===== config.mk =====
export PLATFORM = sky130hd
export DESIGN_NAME = uvsct_front
export DESIGN_NICKNAME = d
export VERILOG_FILES = /design/src/design/uvsct_pkg.sv /design/src/design/uvsct_front.sv
export SDC_FILE = /design/constraint.sdc
export NUM_CORES = 1
export LEC_CHECK = 0
export ABC_AREA = 1
export BUFFER_PORTS_ARGS = -buffer_cell sky130_fd_sc_hd__buf_4
export CAP_MARGIN = 20
export CORE_ASPECT_RATIO = 1.2
export CORE_MARGIN = 2
export CORE_UTILIZATION = 40
export CTS_BUF_LIST = sky130_fd_sc_hd__clkbuf_4 sky130_fd_sc_hd__clkbuf_8
export CTS_CLUSTER_SIZE = 20
export DETAILED_ROUTE_END_ITERATION = 7
export GPL_TIMING_DRIVEN = 0
export PLACE_DENSITY = 0.64
export SKIP_CTS_REPAIR_TIMING = 1
export SLEW_MARGIN = 10
export SYNTH_ARGS = -nofsm -noshare
export SYNTH_HDL_FRONTEND = slang
export SYNTH_SLANG_ARGS = --single-unit

===== constraint.sdc =====
create_clock -name aclk -period 16.26 [get_ports aclk]
set_input_delay 2.439 -clock aclk [delete_from_list [all_inputs] [get_ports aclk]]
set_output_delay 2.439 -clock aclk [all_outputs]
set_load 0.03 [all_outputs]

===== src/design/uvsct_pkg.sv =====
// Shared types, constants and the quarter-wave sine table builder for the sphere tessellator.
`timescale 1ns / 1ps
package uvsct_pkg;

    // quarter-wave table: 2**SINE_LOG2 entries, a full turn is 4 * SINE_ENTRIES phase units
    localparam int SINE_LOG2    = 10;
    localparam int SINE_ENTRIES = 1 << SINE_LOG2;
    localparam int PHASE_W      = SINE_LOG2 + 2;
    localparam int SINE_W       = 15;
    localparam int Q14_ONE      = 16384;

    localparam int COUNT_W = 11;
    localparam int IDX_W   = 10;
    localparam int DATA_W  = 16;
    localparam int TEX_W   = 17;
    localparam int TEX_ONE = 65536;

    // index * 65536 / count, bit-serial, six quotient bits per cycle
    localparam int FRAC_W     = 16;
    localparam int QUO_W      = COUNT_W + FRAC_W;
    localparam int DIV_STEPS  = 6;
    localparam int DIV_CYCLES = (QUO_W + DIV_STEPS - 1) / DIV_STEPS;
    localparam int NUM_W      = DIV_CYCLES * DIV_STEPS;
    localparam int CNT_W      = $clog2(DIV_CYCLES + 1);
    localparam int LANES      = 4;

    // phase = round(quotient / 2**shift)
    localparam int POLAR_SHIFT = FRAC_W - (SINE_LOG2 + 1);
    localparam int AZIM_SHIFT  = FRAC_W - (SINE_LOG2 + 2);

    localparam logic [2:0] SLOT_LAST = 3'd5;

    localparam logic [63:0] PI_Q30 = 64'd3373259426;

    typedef enum logic [2:0] {
        REG_STACK_COUNT   = 3'd0,
        REG_SLICE_COUNT   = 3'd1,
        REG_SPHERE_RADIUS = 3'd2,
        REG_CENTER_X      = 3'd3,
        REG_CENTER_Y      = 3'd4,
        REG_CENTER_Z      = 3'd5
    } cfg_reg_t;

    typedef struct packed {
        logic [COUNT_W-1:0]       stacks;   // zero already mapped to one
        logic [COUNT_W-1:0]       slices;
        logic [DATA_W-1:0]        radius;
        logic signed [DATA_W-1:0] center_x;
        logic signed [DATA_W-1:0] center_y;
        logic signed [DATA_W-1:0] center_z;
    } cfg_t;

    typedef struct packed {
        logic [QUO_W-1:0]   quo;
        logic [COUNT_W-1:0] rem;
    } div_res_t;

    typedef struct packed {
        div_res_t row0;
        div_res_t row1;
        div_res_t col0;
        div_res_t col1;
    } cell_res_t;

    typedef struct packed {
        logic [TEX_W-1:0] tex_u;
        logic [TEX_W-1:0] tex_v;
        logic [2:0]       slot;
        logic             last;
    } vtx_tag_t;

    typedef struct packed {
        logic signed [DATA_W-1:0] pos_x;
        logic signed [DATA_W-1:0] pos_y;
        logic signed [DATA_W-1:0] pos_z;
        logic signed [DATA_W-1:0] norm_x;
        logic signed [DATA_W-1:0] norm_y;
        logic signed [DATA_W-1:0] norm_z;
        vtx_tag_t                 tag;
    } vertex_t;

    typedef logic [SINE_W-1:0] sine_rom_t [SINE_ENTRIES];

    // sin(k*pi/(2N)) in Q1.14 from a Q2.30 odd Taylor series, terms up to x^17
    function automatic sine_rom_t build_sine_rom();
        sine_rom_t         rom;
        logic [63:0]       theta;
        logic [63:0]       x2;
        logic [63:0]       term;
        logic signed [63:0] sum;
        for (int k = 0; k < SINE_ENTRIES; k++) begin
            theta = (64'(k) * PI_Q30 * 64'd2 + 64'd2 * 64'(SINE_ENTRIES)) >> (SINE_LOG2 + 2);
            x2    = (theta * theta) >> 30;
            term  = theta;
            sum   = $signed(theta);
            term  = ((term * x2) >> 30) / 64'd6;
            sum   = sum - $signed(term);
            term  = ((term * x2) >> 30) / 64'd20;
            sum   = sum + $signed(term);
            term  = ((term * x2) >> 30) / 64'd42;
            sum   = sum - $signed(term);
            term  = ((term * x2) >> 30) / 64'd72;
            sum   = sum + $signed(term);
            term  = ((term * x2) >> 30) / 64'd110;
            sum   = sum - $signed(term);
            term  = ((term * x2) >> 30) / 64'd156;
            sum   = sum + $signed(term);
            term  = ((term * x2) >> 30) / 64'd210;
            sum   = sum - $signed(term);
            term  = ((term * x2) >> 30) / 64'd272;
            sum   = sum + $signed(term);
            if (sum < 0) begin
                sum = 64'sd0;
            end
            rom[k] = SINE_W'((sum + 64'sd32768) >>> 16);
        end
        return rom;
    endfunction

endpackage


===== src/design/uvsct_front.sv =====
// Front end: takes a cell and runs four bit-serial dividers for the corner row/column ratios.
`timescale 1ns / 1ps
module uvsct_front (
    input  logic                          aclk,
    input  logic                          aresetn,
    input  uvsct_pkg::cfg_t               cfg,
    input  logic                          s_tvalid,
    output logic                          s_tready,
    input  logic [uvsct_pkg::IDX_W-1:0]   cell_row,
    input  logic [uvsct_pkg::IDX_W-1:0]   cell_col,
    output logic                          res_valid,
    input  logic                          res_ready,
    output uvsct_pkg::cell_res_t          res_data
);

    localparam int NW = uvsct_pkg::NUM_W;
    localparam int CW = uvsct_pkg::COUNT_W;

    logic                           busy_reg;
    logic [uvsct_pkg::CNT_W-1:0]    cnt_reg;
    logic [NW-1:0]                  num_reg  [uvsct_pkg::LANES];
    logic [CW-1:0]                  rem_reg  [uvsct_pkg::LANES];
    logic [NW-1:0]                  num_next [uvsct_pkg::LANES];
    logic [CW-1:0]                  rem_next [uvsct_pkg::LANES];
    logic [CW-1:0]                  lane_idx [uvsct_pkg::LANES];
    logic [CW-1:0]                  lane_div [uvsct_pkg::LANES];
    logic                           done;
    logic                           accept;

    assign done      = busy_reg && (cnt_reg == uvsct_pkg::CNT_W'(uvsct_pkg::DIV_CYCLES));
    assign s_tready  = !busy_reg || (done && res_ready);
    assign accept    = s_tvalid && s_tready;
    assign res_valid = done;

    assign lane_idx[0] = {1'b0, cell_row};
    assign lane_idx[1] = {1'b0, cell_row} + CW'(1);
    assign lane_idx[2] = {1'b0, cell_col};
    assign lane_idx[3] = {1'b0, cell_col} + CW'(1);
    assign lane_div[0] = cfg.stacks;
    assign lane_div[1] = cfg.stacks;
    assign lane_div[2] = cfg.slices;
    assign lane_div[3] = cfg.slices;

    // restoring division, DIV_STEPS quotient bits per cycle, remainder stays below divisor
    always_comb begin
        logic [CW-1:0] r;
        logic [NW-1:0] n;
        logic [CW:0]   t;
        logic          qbit;
        for (int l = 0; l < uvsct_pkg::LANES; l++) begin
            r = rem_reg[l];
            n = num_reg[l];
            for (int s = 0; s < uvsct_pkg::DIV_STEPS; s++) begin
                t    = {r, n[NW-1]};
                qbit = (t >= {1'b0, lane_div[l]});
                if (qbit) begin
                    r = CW'(t - {1'b0, lane_div[l]});
                end else begin
                    r = t[CW-1:0];
                end
                n = {n[NW-2:0], qbit};
            end
            rem_next[l] = r;
            num_next[l] = n;
        end
    end

    always_ff @(posedge aclk) begin
        if (!aresetn) begin
            busy_reg <= 1'b0;
            cnt_reg  <= '0;
        end else if (accept) begin
            busy_reg <= 1'b1;
            cnt_reg  <= '0;
        end else if (done) begin
            if (res_ready) begin
                busy_reg <= 1'b0;
            end
        end else if (busy_reg) begin
            cnt_reg <= cnt_reg + uvsct_pkg::CNT_W'(1);
        end
    end

    always_ff @(posedge aclk) begin
        for (int l = 0; l < uvsct_pkg::LANES; l++) begin
            if (accept) begin
                num_reg[l] <= NW'({lane_idx[l], uvsct_pkg::FRAC_W'(0)});
                rem_reg[l] <= '0;
            end else if (busy_reg && !done) begin
                num_reg[l] <= num_next[l];
                rem_reg[l] <= rem_next[l];
            end
        end
    end

    assign res_data.row0.quo = num_reg[0][uvsct_pkg::QUO_W-1:0];
    assign res_data.row0.rem = rem_reg[0];
    assign res_data.row1.quo = num_reg[1][uvsct_pkg::QUO_W-1:0];
    assign res_data.row1.rem = rem_reg[1];
    assign res_data.col0.quo = num_reg[2][uvsct_pkg::QUO_W-1:0];
    assign res_data.col0.rem = rem_reg[2];
    assign res_data.col1.quo = num_reg[3][uvsct_pkg::QUO_W-1:0];
    assign res_data.col1.rem = rem_reg[3];

endmodule


==> impl_metrics.csv <==
group,metric,value,unit
finish,largest_register_ffs,120,
synth,synth-simple-area-share,31.3,%
die,dieArea,61100,um^2
sta,slew_headroom,22.5,%
route,drt-total-wl,77400,um
synth,synth_cell_types,61,
synth,synth_common_cells,"nand2_1, inv_1, nor2_1",
synth,synth_edf_count,164,
die,fp.dieW,226,um
route,wire_per_inst,17.1,um
die,die_h,270,um
synth,synth.top_cells.by_area,"edfxtp_1, nand2_1, ha_1",
die,ios,264,
route,postRouteAntennaNets,0,
placement,io_buffer_count,199,
global_routing,grt_pass1_wl,119000,um
placement,hpwl,60700,um
die,row_count,97,
sta,worstMarginPinSlew,1160,ps
sta,fmax,0.0653,GHz
synth,synthMuxAreaShare,0.0951,%
synth,yosys.area.top_type,"edfxtp_1",
die,initial_core_util,40.5,%
setup_path,cpMostUsedCell,"nand2_1",
sta,min_period,15310,ps
finish,drive_gt1_share,15.2,%
cts,clockBufferDepth,2,
sta,setup-tns-final,0,ps
global_routing,grt_pass1_vias,21543,
synth,synth_top_area_share,20.8,%
run,cap_viol_max_count,0,
setup_path,critPathMaxFanout,12,
setup_path,end_kind,"register",
sta,hold_violations,0,
cts,path_clk_slew,110,ps
route,num_vias,22796,
sta,rsz0062_at_grt,"false",
setup_path,cp_data_arrival_time,15700,ps
synth,ys_seq_elements,168,
cts,cts_tree,"done",
sta,fin_crit_sh,94.2,%
min_path,hold_class,"register to register",
cts,htree_levels,4,
finish,nNetsFinal,4116,
synth,synthArstFlopShare,0,%
route,dr.pass1.iters,6,
synth,synth_area_per_cell,6.84,um^2
global_routing,grt_overflow,0,
synth,synthAdderAreaFrac,16.2,%
finish,finalNonFillerCells,4519,
synth,synthCells,3460,
synth,synth-compound-area-share,10.8,%
route,drcViolationCount,0,
global_routing,grt_max_degree,59,
run_status,status,"completed",
setup_path,crit_path_start_kind,"input port",
global_routing,grt_use_total,25.3,%
finish,syn2layout_area_growth,13.9,%
setup_path,cpPeakStageDelay,470,ps
sta,setup_violations,0,
cts,insertion_delay,580,ps
synth,synthFlopType,"edfxtp_1",
sta,final_max_slew_viol_count,0,
route,drtIter0Drc,1587,
synth,yosys.cell_count.top_type,"nand2_1",
die,core,58500,um^2
setup_path,critPathSlowestCell,"ha_1",
setup_path,criticalPathCategory,"input port to register",
cts,clock_sinks,168,
cts,clockRootBuffer,"clkbuf_8",
finish,insertedDiodeCount,0,
placement,gp_congestion,0.957,
synth,synth_fp_nets,3862,
route,via_per_inst,5.04,
synth,ys_seq_area_share,21.1,%
sta,finalClockSkew,33.9,ps
global_routing,antenna_found_initial,2,
setup_path,worstPathRequired,16640,ps
synth,synth_top_family_by_area,"simple AND/OR/NAND/NOR gates",
placement,placedCellCount,4453,
synth,yosys_warnings,0,
cts,cts_buffers,17,
synth,syn_area,23700,um^2
synth,synth_xor_area_share,6.96,%
finish,final_util,46.1,%
-- area by class of cell --
class / count / area, um^2
Clock buffer: 18 / 241
Clock inverter: 14 / 161
Buffer: 159 / 1140
Multi-Input combinational cell: 2589 / 15500
Inverter: 544 / 2110
Timing Repair Buffer: 235 / 1800
Sequential cell: 168 / 5000
Tap cell: 792 / 991
Fill cell: 6194 / 31500
-- final timing paths --
path | from | end | slack, ps | cells past startpoint
setup / recovery | cfg[74] | rem_reg[2][7]$_SDFFCE_PN0P_ | 950 | 78
hold / removal | cnt_reg[1]$_SDFFE_PP0P_ | cnt_reg[1]$_SDFFE_PP0P_ | 500 | 2
setup reg to reg | num_reg[2][29]$_SDFFCE_PN0P_ | rem_reg[2][7]$_SDFFCE_PN0P_ | 2800 | 76
hold reg to reg | cnt_reg[1]$_SDFFE_PP0P_ | cnt_reg[1]$_SDFFE_PP0P_ | 500 | 2
-- cells by family after synthesis --
logic type | after synthesis
and+or+nand+nor | 1659
buffers and inverters | 703
AOI/OAI and AO/OA | 448
adders and majority gates | 292
xor gates and xnor gates | 188
DFF | 168
muxes | 2
-- per-layer routing --
metal | part of all wire, % | track usage (%) | vias up
met5 | 0.017 | 0 | -
met4 | 3.0 | 8.73 | 2
met3 | 6.4 | 4.63 | 109
met2 | 46 | 41.6 | 607
met1 | 45 | 33.3 | 10435
li1 | - | - | 11643
-- layout by cell type (no fill, tap or decap), types with 17 or more instances in the layout --
| cell | instances |
|---|---|
| nand2_1 | 935 |
| inv_1 | 501 |
| buf_4 | 345 |
| nor2_1 | 315 |
| ha_1 | 268 |
| nand3_1 | 210 |
| a21oi_1 | 176 |
| edfxtp_1 | 164 |
| o21ai_0 | 129 |
| xor2_1 | 118 |
| xnor2_1 | 70 |
| nand4_1 | 46 |
| o21ai_1 | 29 |
| fa_1 | 24 |
| inv_2 | 23 |
| nor3_1 | 20 |
| nand3_4 | 20 |
| clkinvlp_4 | 20 |
| o21bai_1 | 18 |
| clkbuf_1 | 18 |
| clkbuf_8 | 18 |
| nand2_2 | 17 |
| or2_2 | 17 |
-- critical path: cells and delay by family --
family          cells  cell delay (ps)
compound gates     22             4940
simple gates       30             3180
buf+inv            20             2740
fa+ha+maj           6             2340
-- per-stage QoR --
stage	setup WS (ps)	instance area (um^2)	hold WS, ps
2_1_floorplan	2980	23700	457
3_3_place_gp	143	26200	474
3_5_place_dp	95.9	26200	483
4_1_cts	688	26600	498
5_1_grt	6.95	27000	521
6_report	946	27000	497
Power is not shown: default switching activity piles up to over one toggle a cycle in this logic, so the estimate is an artifact.
