## src/design/uvsct_pkg.sv

```systemverilog
// Shared types, constants and the quarter-wave sine table builder for the sphere tessellator.
`timescale 1ns / 1ps
package uvsct_pkg;

    // quarter-wave table: 2**SINE_LOG2 entries, a full turn is 4 * SINE_ENTRIES phase units
    localparam int SINE_LOG2    = 10;
    localparam int SINE_ENTRIES = 1 << SINE_LOG2;
    localparam int PHASE_W      = SINE_LOG2 + 2;
    localparam int SINE_W       = 15;
    localparam int Q14_ONE      = 16384;

    localparam int COUNT_W = 11;
    localparam int IDX_W   = 10;
    localparam int DATA_W  = 16;
    localparam int TEX_W   = 17;
    localparam int TEX_ONE = 65536;

    // index * 65536 / count, bit-serial, six quotient bits per cycle
    localparam int FRAC_W     = 16;
    localparam int QUO_W      = COUNT_W + FRAC_W;
    localparam int DIV_STEPS  = 6;
    localparam int DIV_CYCLES = (QUO_W + DIV_STEPS - 1) / DIV_STEPS;
    localparam int NUM_W      = DIV_CYCLES * DIV_STEPS;
    localparam int CNT_W      = $clog2(DIV_CYCLES + 1);
    localparam int LANES      = 4;

    // phase = round(quotient / 2**shift)
    localparam int POLAR_SHIFT = FRAC_W - (SINE_LOG2 + 1);
    localparam int AZIM_SHIFT  = FRAC_W - (SINE_LOG2 + 2);

    localparam logic [2:0] SLOT_LAST = 3'd5;

    localparam logic [63:0] PI_Q30 = 64'd3373259426;

    typedef enum logic [2:0] {
        REG_STACK_COUNT   = 3'd0,
        REG_SLICE_COUNT   = 3'd1,
        REG_SPHERE_RADIUS = 3'd2,
        REG_CENTER_X      = 3'd3,
        REG_CENTER_Y      = 3'd4,
        REG_CENTER_Z      = 3'd5
    } cfg_reg_t;

    typedef struct packed {
        logic [COUNT_W-1:0]       stacks;   // zero already mapped to one
        logic [COUNT_W-1:0]       slices;
        logic [DATA_W-1:0]        radius;
        logic signed [DATA_W-1:0] center_x;
        logic signed [DATA_W-1:0] center_y;
        logic signed [DATA_W-1:0] center_z;
    } cfg_t;

    typedef struct packed {
        logic [QUO_W-1:0]   quo;
        logic [COUNT_W-1:0] rem;
    } div_res_t;

    typedef struct packed {
        div_res_t row0;
        div_res_t row1;
        div_res_t col0;
        div_res_t col1;
    } cell_res_t;

    typedef struct packed {
        logic [TEX_W-1:0] tex_u;
        logic [TEX_W-1:0] tex_v;
        logic [2:0]       slot;
        logic             last;
    } vtx_tag_t;

    typedef struct packed {
        logic signed [DATA_W-1:0] pos_x;
        logic signed [DATA_W-1:0] pos_y;
        logic signed [DATA_W-1:0] pos_z;
        logic signed [DATA_W-1:0] norm_x;
        logic signed [DATA_W-1:0] norm_y;
        logic signed [DATA_W-1:0] norm_z;
        vtx_tag_t                 tag;
    } vertex_t;

    typedef logic [SINE_W-1:0] sine_rom_t [SINE_ENTRIES];

    // sin(k*pi/(2N)) in Q1.14 from a Q2.30 odd Taylor series, terms up to x^17
    function automatic sine_rom_t build_sine_rom();
        sine_rom_t         rom;
        logic [63:0]       theta;
        logic [63:0]       x2;
        logic [63:0]       term;
        logic signed [63:0] sum;
        for (int k = 0; k < SINE_ENTRIES; k++) begin
            theta = (64'(k) * PI_Q30 * 64'd2 + 64'd2 * 64'(SINE_ENTRIES)) >> (SINE_LOG2 + 2);
            x2    = (theta * theta) >> 30;
            term  = theta;
            sum   = $signed(theta);
            term  = ((term * x2) >> 30) / 64'd6;
            sum   = sum - $signed(term);
            term  = ((term * x2) >> 30) / 64'd20;
            sum   = sum + $signed(term);
            term  = ((term * x2) >> 30) / 64'd42;
            sum   = sum - $signed(term);
            term  = ((term * x2) >> 30) / 64'd72;
            sum   = sum + $signed(term);
            term  = ((term * x2) >> 30) / 64'd110;
            sum   = sum - $signed(term);
            term  = ((term * x2) >> 30) / 64'd156;
            sum   = sum + $signed(term);
            term  = ((term * x2) >> 30) / 64'd210;
            sum   = sum - $signed(term);
            term  = ((term * x2) >> 30) / 64'd272;
            sum   = sum + $signed(term);
            if (sum < 0) begin
                sum = 64'sd0;
            end
            rom[k] = SINE_W'((sum + 64'sd32768) >>> 16);
        end
        return rom;
    endfunction

endpackage

```

## src/design/uvsct_queue.sv

```systemverilog
// Two-entry queue of divided cells between the front end and the vertex pipeline.
`timescale 1ns / 1ps
module uvsct_queue (
    input  logic                 aclk,
    input  logic                 aresetn,
    input  logic                 in_valid,
    output logic                 in_ready,
    input  uvsct_pkg::cell_res_t in_data,
    output logic                 out_valid,
    input  logic                 out_ready,
    output uvsct_pkg::cell_res_t out_data
);

    uvsct_pkg::cell_res_t mem_reg [2];
    logic                 wr_ptr_reg;
    logic                 rd_ptr_reg;
    logic [1:0]           count_reg;
    logic                 push;
    logic                 pop;

    assign in_ready  = (count_reg != 2'd2);
    assign out_valid = (count_reg != 2'd0);
    assign out_data  = mem_reg[rd_ptr_reg];
    assign push      = in_valid && in_ready;
    assign pop       = out_valid && out_ready;

    always_ff @(posedge aclk) begin
        if (!aresetn) begin
            wr_ptr_reg <= 1'b0;
            rd_ptr_reg <= 1'b0;
            count_reg  <= 2'd0;
        end else begin
            if (push) begin
                wr_ptr_reg <= !wr_ptr_reg;
            end
            if (pop) begin
                rd_ptr_reg <= !rd_ptr_reg;
            end
            if (push && !pop) begin
                count_reg <= count_reg + 2'd1;
            end else if (pop && !push) begin
                count_reg <= count_reg - 2'd1;
            end
        end
    end

    always_ff @(posedge aclk) begin
        if (push) begin
            mem_reg[wr_ptr_reg] <= in_data;
        end
    end

endmodule

```

## config.mk

```make
export PLATFORM = sky130hd
export DESIGN_NAME = uvsct_queue
export DESIGN_NICKNAME = d
export VERILOG_FILES = /design/src/design/uvsct_pkg.sv /design/src/design/uvsct_queue.sv
export SDC_FILE = /design/constraint.sdc
export NUM_CORES = 1
export LEC_CHECK = 0
export BUFFER_PORTS_ARGS = -buffer_cell sky130_fd_sc_hd__clkbuf_2
export CORE_ASPECT_RATIO = 1.25
export CORE_MARGIN = 3
export CORE_UTILIZATION = 35
export DETAILED_ROUTE_END_ITERATION = 10
export MAX_ROUTING_LAYER = met4
export PLACE_DENSITY = 0.62
export RECOVER_POWER = 25
export SLEW_MARGIN = 20
export SYNTH_ARGS = -nofsm -noshare
export SYNTH_HDL_FRONTEND = slang
export SYNTH_SLANG_ARGS = --single-unit
export TNS_END_PERCENT = 100
```

## constraint.sdc

```tcl
create_clock -name aclk -period 4.59 [get_ports aclk]
set_input_delay 0.6885 -clock aclk [delete_from_list [all_inputs] [get_ports aclk]]
set_output_delay 0.6885 -clock aclk [all_outputs]
set_load 0.02 [all_outputs]
```

==> metrics, run 1 <==
critical path launch point type=flip-flop; Max Cap Viol=0; Critical Path End Type=primary output; VDD IR max=between 0.0003 and 0.0004 V; Avg Synthesized Cell Area=around 23 sq um; min Tclk post-route=slightly above 3 ns; die area=35,200 sq um; Synth top area share=0.792; core area=32,200 sq um; hold buffers post-CTS=0; Slew Viols, Final=0; Tcrit/Tclk final=0.659; P_leak=~5.4 nW; outcome=complete, no violations; PwrDens=between 500 and 600 nW/um^2; clock skew=around 0.013 ns; Critical Path RT=between 3 and 4 ns; Multi-input gate area=around 2200 sq um; initial antenna violation count=3; Row Count=73; Skew-Pair Late Insertion Delay=~0.54 ns; Initial Utilization=0.359; Hold Path Origin=in_data[68]; worst hold path class=in2reg; Synth top cells by count=304 x edfxtp_1, 80 x mux2_4, 72 x mux2_2; fraction of layout cells with a size suffix above 1=0.534; max reg flops=~300; CP max FO=66; DRC errors left=0; sequential area share after synthesis=0.800; final wirelength=22.4 mm; synthesized cell area=11,500 sq um; Final #Nets=about 980; grt total ovfl=0; dpl hpwl=15.0 mm; FF/Latch Area=approximately 9200 sq um; Arr. time, crit path=around 2.3 ns; CTS tree=built; gpl congestion=around 0.7; Async SR Flop Fraction=0; largest net degree at the start of global routing=87; Finished Layout Cells=about 1,300; setup tns final=0 ns; H-tree levels=1; Crit Path Category=reg2out; Synth Area in Compound Gates=0.00304; Worst Tran Pin Value=roughly 1.1 ns; Synthesis Warnings=0; final-report hold violation count=0; Clock Pin Slew Worst Setup and Hold Paths=around 0.06 ns; RSZ-0062 raised after global routing=false; drt wl/cell=17.7 microns; CTS buffer count=30; post-cts gate resize count=0; area grow syn2layout=25.1%; fillers=approximately 2,900; final setup vio count=0; CTS Root Cell=clkbuf_16; GRT Overall Usage=0.125; clock sink total=309; XOR/XNOR Fraction of Synth Area=0.00228; leading area contributor after synthesis=edfxtp_1; PortBufs=just over 300; vias in the first global route=between 6,000 and 7,000; Routed Antenna Nets=0; Syn Nets=654; Reg2Reg Setup Slack=2.24 ns; largest family of logic cells by synthesized area=multiplexers; mux cell area share after synthesis=0.174; drt first-iter violations=roughly 320; worst-case clock buffer depth=3; simple-gate share of the synthesized area=0.00564; relative slew slack=0.289; post-synthesis adder-cell area fraction=0.00109; Yosys reg bits=roughly 310; worst r2r dst=mem_reg[1][120]; first-pass GRT wire length=33.6 mm; # IOs=310; die height=209 microns; die width=between 150 and 200 microns; post-synthesis cell type count=21; Initial DRT Pass Iterations=4; top_reg_cell synth=edfxtp_1; main area contributors after synthesis=edfxtp_1 79%, mux2_4 10%, mux2_2 7.0%; Vias=about 5,700; Inst Count DP=~1,200; Vias/cell=4.51; postcts setup bufs=0; cell count after synthesis=~500; worst r2r src=count_reg[0]; Max Clk Rate=around 0.33 GHz; r2r worst-path depth=3; WHS Path Cells=1; count leader, synth=edfxtp_1; Post-synth EDFFs=roughly 300; Min-Delay Endpoint=mem_reg[0][68]
-- report_power, final --
part / leakage, nW / switching (mW) / internal, mW
Clock: 0.467 / 0.973 / 1.40
Combinational: 2.04 / 1.36 / 0.962
Sequential: 2.88 / 0.0835 / 3.53
-- worst max path at each step --
| stage | from | end | cells after the start |
|---|---|---|---|
| after floorplan | in_valid | mem_reg[0][0] | 2 |
| after global placement | in_valid | mem_reg[1][81] | 3 |
| after detailed placement | in_valid | mem_reg[1][78] | 3 |
| after CTS | flip-flop | out_data[147] | 3 |
| after global routing | flip-flop | out_data[9] | 3 |
| final | flip-flop | out_data[1] | 3 |
-- cell type report --
type                            instances  area share
Sequential cell                       309       0.640
Multi-Input combinational cell        170       0.149
Timing Repair Buffer                  314       0.107
Clock buffer                           38      0.0556
Tap cell                              412      0.0357
Clock inverter                         17      0.0107
Inverter                                1    0.000607
Antenna cell                            3    0.000521
-- placed cells by master (no fill, tap or decap), types with 2 or more instances in the layout --
master / Yosys / layout
and2_1: 4 / 4
buf_12: 0 / 3
buf_4: 0 / 2
bufinv_16: 0 / 3
clkbuf_1: 0 / 66
clkbuf_16: 0 / 31
clkbuf_2: 0 / 249
clkinv_1: 0 / 7
clkinv_2: 0 / 6
dfxtp_1: 5 / 4
diode_2: 0 / 3
edfxtp_1: 304 / 304
mux2_2: 72 / 72
mux2_4: 80 / 80
xnor2_1: 2 / 2
-- per-layer routing --
layer | up-vias | part of all wire | GRT usage
met3 | 45 | 0.084 | 0.0395
li1 | 2653 | - | -
met2 | 224 | 0.50 | 0.210
met5 | - | 0 | -
met4 | 0 | 0.032 | 0.0483
met1 | 2773 | 0.38 | 0.140
-- metrics by stage --
step           hold slack [ns]  power [mW]   util  worst slack (ns)  cell area [sq um]
6_report                 0.333        8.30  0.449              1.57              14400
5_1_grt                  0.292        8.67  0.449              1.42              14400
4_1_cts                  0.290        8.45  0.451              1.50              14500
3_5_place_dp             0.552        6.05  0.421              1.98              13500
3_3_place_gp             0.530        6.03  0.421              2.00              13500
2_1_floorplan            0.512        5.38      -             0.363              11500
-- critical path, stage by stage (launching register included) --
cell	delay, ns
dfxtp_4	0.36
buf_4	0.74
mux2_2	0.42
clkbuf_2	0.16
-- cell families after synthesis --
family / count (synthesis)
fa+ha+maj: 1
mux: 152
xor+xnor: 3
compound gates: 5
simple gates: 9
flops: 309
buf+inv: 18
(Power assumes the default switching activity.)
==> run 2: changes to the inputs <==
- clock period: 4.59 -> 2.7 ns (I/O delays scaled with it)
==> run 2 against run 1 <==
Effect of this change:
- cell count increased by 1.1%
- largest power group unchanged
- clock skew up 0.0013 ns
- sequential power up 70%
==> metrics, run 2 (same netlist as run 1, synthesis figures left out) <==
outcome=complete, no violations; Initial DRT Pass Iterations=4 (unchanged); commonest non-fill, non-tap cell in the layout=edfxtp_1; final setup vio count=0 (unchanged); WHS Path Cells=1 (unchanged); P_leak=5.38 nW (-0.15%); worst-case clock buffer depth=3 (unchanged); final wirelength=23.7 mm (+6.0%); gpl congestion=0.730 (+5.2%); H-tree levels=1 (unchanged); CTS Root Cell=clkbuf_16; clock skew=0.0138 ns (+0.00126 ns); Initial Utilization=0.359 (unchanged); relative slew slack=0.635 (+0.346); vias in the first global route=6,316 (+3.8%); CP max FO=35 (-47%); Vias=5,741 (+0.81%); Slew Viols, Final=0 (unchanged); VDD IR max=0.000492 V (+39%); # IOs=310 (unchanged); Critical Path End Type=primary output; grt total ovfl=0 (unchanged); total power draw=14.1 mW (+69%); commonest non-fill, non-tap cells in the layout=304 x edfxtp_1, 237 x clkbuf_2, 85 x clkbuf_1; initial antenna violation count=6 (+3); core area=32,200 sq um (unchanged); Final #Nets=993 (+1.0%); worst hold path class=in2reg; hold buffers post-CTS=0 (unchanged); DP Worst Slack=0.739 ns (-1.24 ns); Worst Tran Pin Value=0.546 ns (-0.520 ns); CTS tree=built; GRT Overall Usage=0.133 (+0.00743); largest net degree at the start of global routing=52 (-40%); DRC errors left=0 (unchanged); Arr. time, crit path=2.00 ns (-0.34 ns); Max Cap Viol=0 (unchanged); Crit Path Category=reg2out; dpl hpwl=16.3 mm (+8.5%); Tcrit/Tclk final=0.890; drt first-iter violations=287 (-11%); Vias/cell=4.49 (-0.30%); postcts setup bufs=0 (unchanged); Max Clk Rate=0.416 GHz; clock sink total=309 (unchanged); final-report hold violation count=0 (unchanged); die height=209 microns (unchanged); max reg flops=304 (unchanged); RSZ-0062 raised after global routing=false; drt wl/cell=18.5 microns (+4.8%); Critical Path RT=2.30 ns (-1.60 ns); Row Count=73 (unchanged); Hold Path Origin=in_data[35]; area grow syn2layout=25.7%; fraction of layout cells with a size suffix above 1=0.522 (-0.0115); Routed Antenna Nets=0 (unchanged); post-cts gate resize count=0 (unchanged); PortBufs=309 (unchanged); die area=35,200 sq um (unchanged); r2r worst-path depth=4 (+1); Clock Pin Slew Worst Setup and Hold Paths=0.06 ns (about the same); PwrDens=970 nW/um^2 (+69%); min Tclk post-route=between 2 and 2.5 ns; die width=168 microns (unchanged); first-pass GRT wire length=35.3 mm (+5.0%); CTS buffer count=31 (+3.3%); Skew-Pair Late Insertion Delay=0.55 ns (about the same); worst r2r src=count_reg[1]; fin worst setup slack=0.297 ns (-1.27 ns); utilization after layout=0.451 (+0.00214); critical path launch point type=flip-flop
[run 2: changes by cell type in the layout (fill, tap and decap cells not counted), sizes merged]
| cell | previous run | this run |
|---|---|---|
| clkbuf | 346 | 356 |
| buf | 6 | 14 |
| clkinv | 13 | 8 |
| bufinv | 3 | 0 |
| diode | 3 | 6 |
| clkinvlp | 1 | 3 |
| inv | 1 | 0 |
[run 2: area by class of cell]
cell class	count	area (sq um)
Fill cell	2836	17700
Clock buffer	47	866
Antenna cell	6	15.0
Timing Repair Buffer	323	1650
Inverter	1	7.51
Tap cell	412	515
Multi-Input combinational cell	170	2160
Sequential cell	309	9230
Clock inverter	10	48.8
[run 2: critical path: stages (launching register included)]
cell,delay [ns]
dfxtp_4,0.38
buf_4,0.46
mux2_2,0.41
clkbuf_2,0.16
[run 2: worst paths after layout]
check / to / slack, ns
min reg2reg: count_reg[1] / 0.57
max reg2reg: mem_reg[0][138] / 0.79
max: out_data[46] / 0.30
min: mem_reg[1][35] / 0.04
[run 2: metal layers]
layer	share of wire	vias to the layer above	global-route usage	routed length (microns)
met5	0	-	-	0
met4	0.026	0	0.0500	621
met3	0.081	39	0.0386	1910
met2	0.50	225	0.217	11900
met1	0.39	2803	0.156	9270
li1	-	2674	-	-
[run 2: power breakdown]
part	internal, mW	switching, mW
Combinational	1.69	2.33
Sequential	5.99	0.157
Clock	2.19	1.70
[run 2: per-stage QoR]
step                std cells  hold slack (ns)  cell area, sq um  setup TNS [ns]
floorplan                 497            0.504             11500         -119.05
global placement         1215            0.523             13700               0
detailed placement       1215            0.555             13700               0
CTS                      1272          0.00189             14600               0
global route             1278           0.0136             14500               0
finish                   1278           0.0404             14500               0
==> run 3: changes to the inputs <==
- SETUP_SLACK_MARGIN: not set -> 0.4
==> run 3 against run 2 <==
Effect of this change:
- register-to-register slack hardly changed
- setup slack better by 0.16 ns
- sequential share of layout area is 0.12 points lower
- sequential cell count did not move
- clock skew about the same
- via count grew 0.17%
- cell count unchanged
- non-clock buffer count unchanged
- critical endpoint is now out_data[143]
- largest cell class unchanged
==> metrics, run 3 (same netlist as run 1, synthesis figures left out) <==
VDD IR max=0.000493 V (+0.15%); clock sink total=309 (unchanged); Critical Path Stages=3 (unchanged); Skew-Pair Late Insertion Delay=0.55 ns (about the same); WP buf/inv=2 (unchanged); final-report hold violation count=0 (unchanged); DP Worst Slack=0.739 ns (unchanged); die height=209 microns (unchanged); CTS tree=built; post-cts gate resize count=4 (+4); Critical Path End Type=primary output; r2r worst-path depth=4 (unchanged); Initial DRT Pass Iterations=4 (unchanged); critical path launch point type=flip-flop; vias in the first global route=6,316 (unchanged); RSZ-0062 raised after global routing=true; Reg2Reg Setup Slack=0.79 ns (about the same); dpl hpwl=16.3 mm (unchanged); final setup vio count=0 (unchanged); postcts setup bufs=0 (unchanged); PortBufs=309 (unchanged); Slowest Stage Delay on Critical Path=0.41 ns (-0.05 ns); CTS buffer count=31 (unchanged); core area=32,200 sq um (unchanged); GRT Overall Usage=0.133 (unchanged); Vias=5,751 (+0.17%); worst r2r src=count_reg[1]; P_leak=5.38 nW (+0.16%); Crit Path Category=reg2out; grt total ovfl=0 (unchanged); Inst Count DP=1,215 (unchanged); gpl congestion=0.730 (unchanged); Arr. time, crit path=1.84 ns (-0.16 ns); Min-Delay Endpoint=mem_reg[1][35]; hold buffers post-CTS=0 (unchanged); Row Count=73 (unchanged); Max Clk Rate=0.445 GHz (+7.0%); worst-case clock buffer depth=3 (unchanged); worst r2r dst=mem_reg[0][138]; H-tree levels=1 (unchanged); initial antenna violation count=6 (unchanged); Vias/cell=4.50 (+0.17%); WHS Path Cells=1 (unchanged); commonest non-fill, non-tap cell in the layout=edfxtp_1; Clock Pin Slew Worst Setup and Hold Paths=0.06 ns (about the same); die width=168 microns (unchanged); fraction of layout cells with a size suffix above 1=0.522 (unchanged); first-pass GRT wire length=35.3 mm (unchanged); Tcrit/Tclk final=0.832 (-0.0585); outcome=complete, no violations; Final #Nets=993 (unchanged); Initial Utilization=0.359 (unchanged); Multi-input gate area=2160 sq um (unchanged); worst hold path class=in2reg; drt wl/cell=18.5 microns (about the same); Finished Layout Cells=1,278 (unchanged); clock skew=0.0143 ns (+0.000446 ns); critical path, cell by cell=buf_16, mux2_2, clkbuf_2; max reg flops=304 (unchanged); tightest hold margin=0.0403 ns (-0.000184 ns); relative slew slack=0.635 (-0.000817); drt first-iter violations=282 (-1.7%); Critical Path RT=2.30 ns (about the same); PwrDens=971 nW/um^2 (about the same); CP max FO=41 (+17%); Hold Path Origin=in_data[35]; largest net degree at the start of global routing=52 (unchanged); min Tclk post-route=2.25 ns (-0.158 ns); Crit-path slowest cell=dfxtp_4; CTS Root Cell=clkbuf_16; Worst Tran Pin Value=0.547 ns (+0.00122 ns); fillers=2,833 (-0.11%); Slew Viols, Final=0 (unchanged); area grow syn2layout=25.9%; fin worst setup slack=0.455 ns (+0.158 ns); # IOs=310 (unchanged); commonest non-fill, non-tap cells in the layout=304 x edfxtp_1, 237 x clkbuf_2, 85 x clkbuf_1; cell family with most CP delay=buffers and inverters; Max Cap Viol=0 (unchanged); die area=35,200 sq um (unchanged); FF/Latch Area=9230 sq um (unchanged); Routed Antenna Nets=0 (unchanged); final wirelength=23.7 mm (about the same); DRC errors left=0 (unchanged)
-- run 3: cell types whose count changed in the layout (fill, tap and decap cells not counted) --
| cell | previous run | this run |
|---|---|---|
| buf_8 | 0 | 1 |
| buf_16 | 0 | 1 |
| buf_4 | 7 | 5 |
-- run 3: per-stage QoR --
step,cell area (sq um),total power [mW],util,TNS [ns]
2_1_floorplan,11500,9.12,-,-119.05
3_3_place_gp,13700,10.3,0.425,0
3_5_place_dp,13700,10.4,0.425,0
4_1_cts,14600,14.3,0.454,0
5_1_grt,14500,14.7,0.452,0
6_report,14500,14.1,0.452,0
-- run 3: worst max-delay path by stage --
stage,endpoint
after global routing,out_data[143]
after global placement,mem_reg[0][138]
final,out_data[143]
after floorplan,mem_reg[0][0]
after detailed placement,mem_reg[0][138]
after CTS,out_data[143]
-- run 3: cell type report --
| class | instances | share of cell area |
|---|---|---|
| antenna | 6 | 0.00103 |
| clock buffer | 47 | 0.0596 |
| clock inverter | 10 | 0.00336 |
| inverter | 1 | 0.000517 |
| multi-input combinational | 170 | 0.148 |
| sequential | 309 | 0.636 |
| tap | 412 | 0.0355 |
| timing repair buffer | 323 | 0.115 |
-- run 3: per-layer routing --
metal,up-vias,GRT usage,share of wire
met5,-,-,0
met4,0,0.0500,0.026
met3,39,0.0386,0.081
met2,225,0.217,0.50
met1,2811,0.156,0.39
li1,2676,-,-
-- run 3: worst register-to-register path: cells and delay by family, from the launching register on --
family	cells	cell delay (ns)
AND/OR/NAND/NOR	2	0.25
buffers and inverters	2	0.93
flip-flops	1	0.43
-- run 3: report_power, final --
part	leakage (nW)	total, mW	switching [mW]	internal, mW
Combinational	2.06	4.05	2.33	1.72
Clock	0.439	3.89	1.70	2.19
Sequential	2.88	6.15	0.164	5.99
Total	5.38	14.1	4.19	9.90
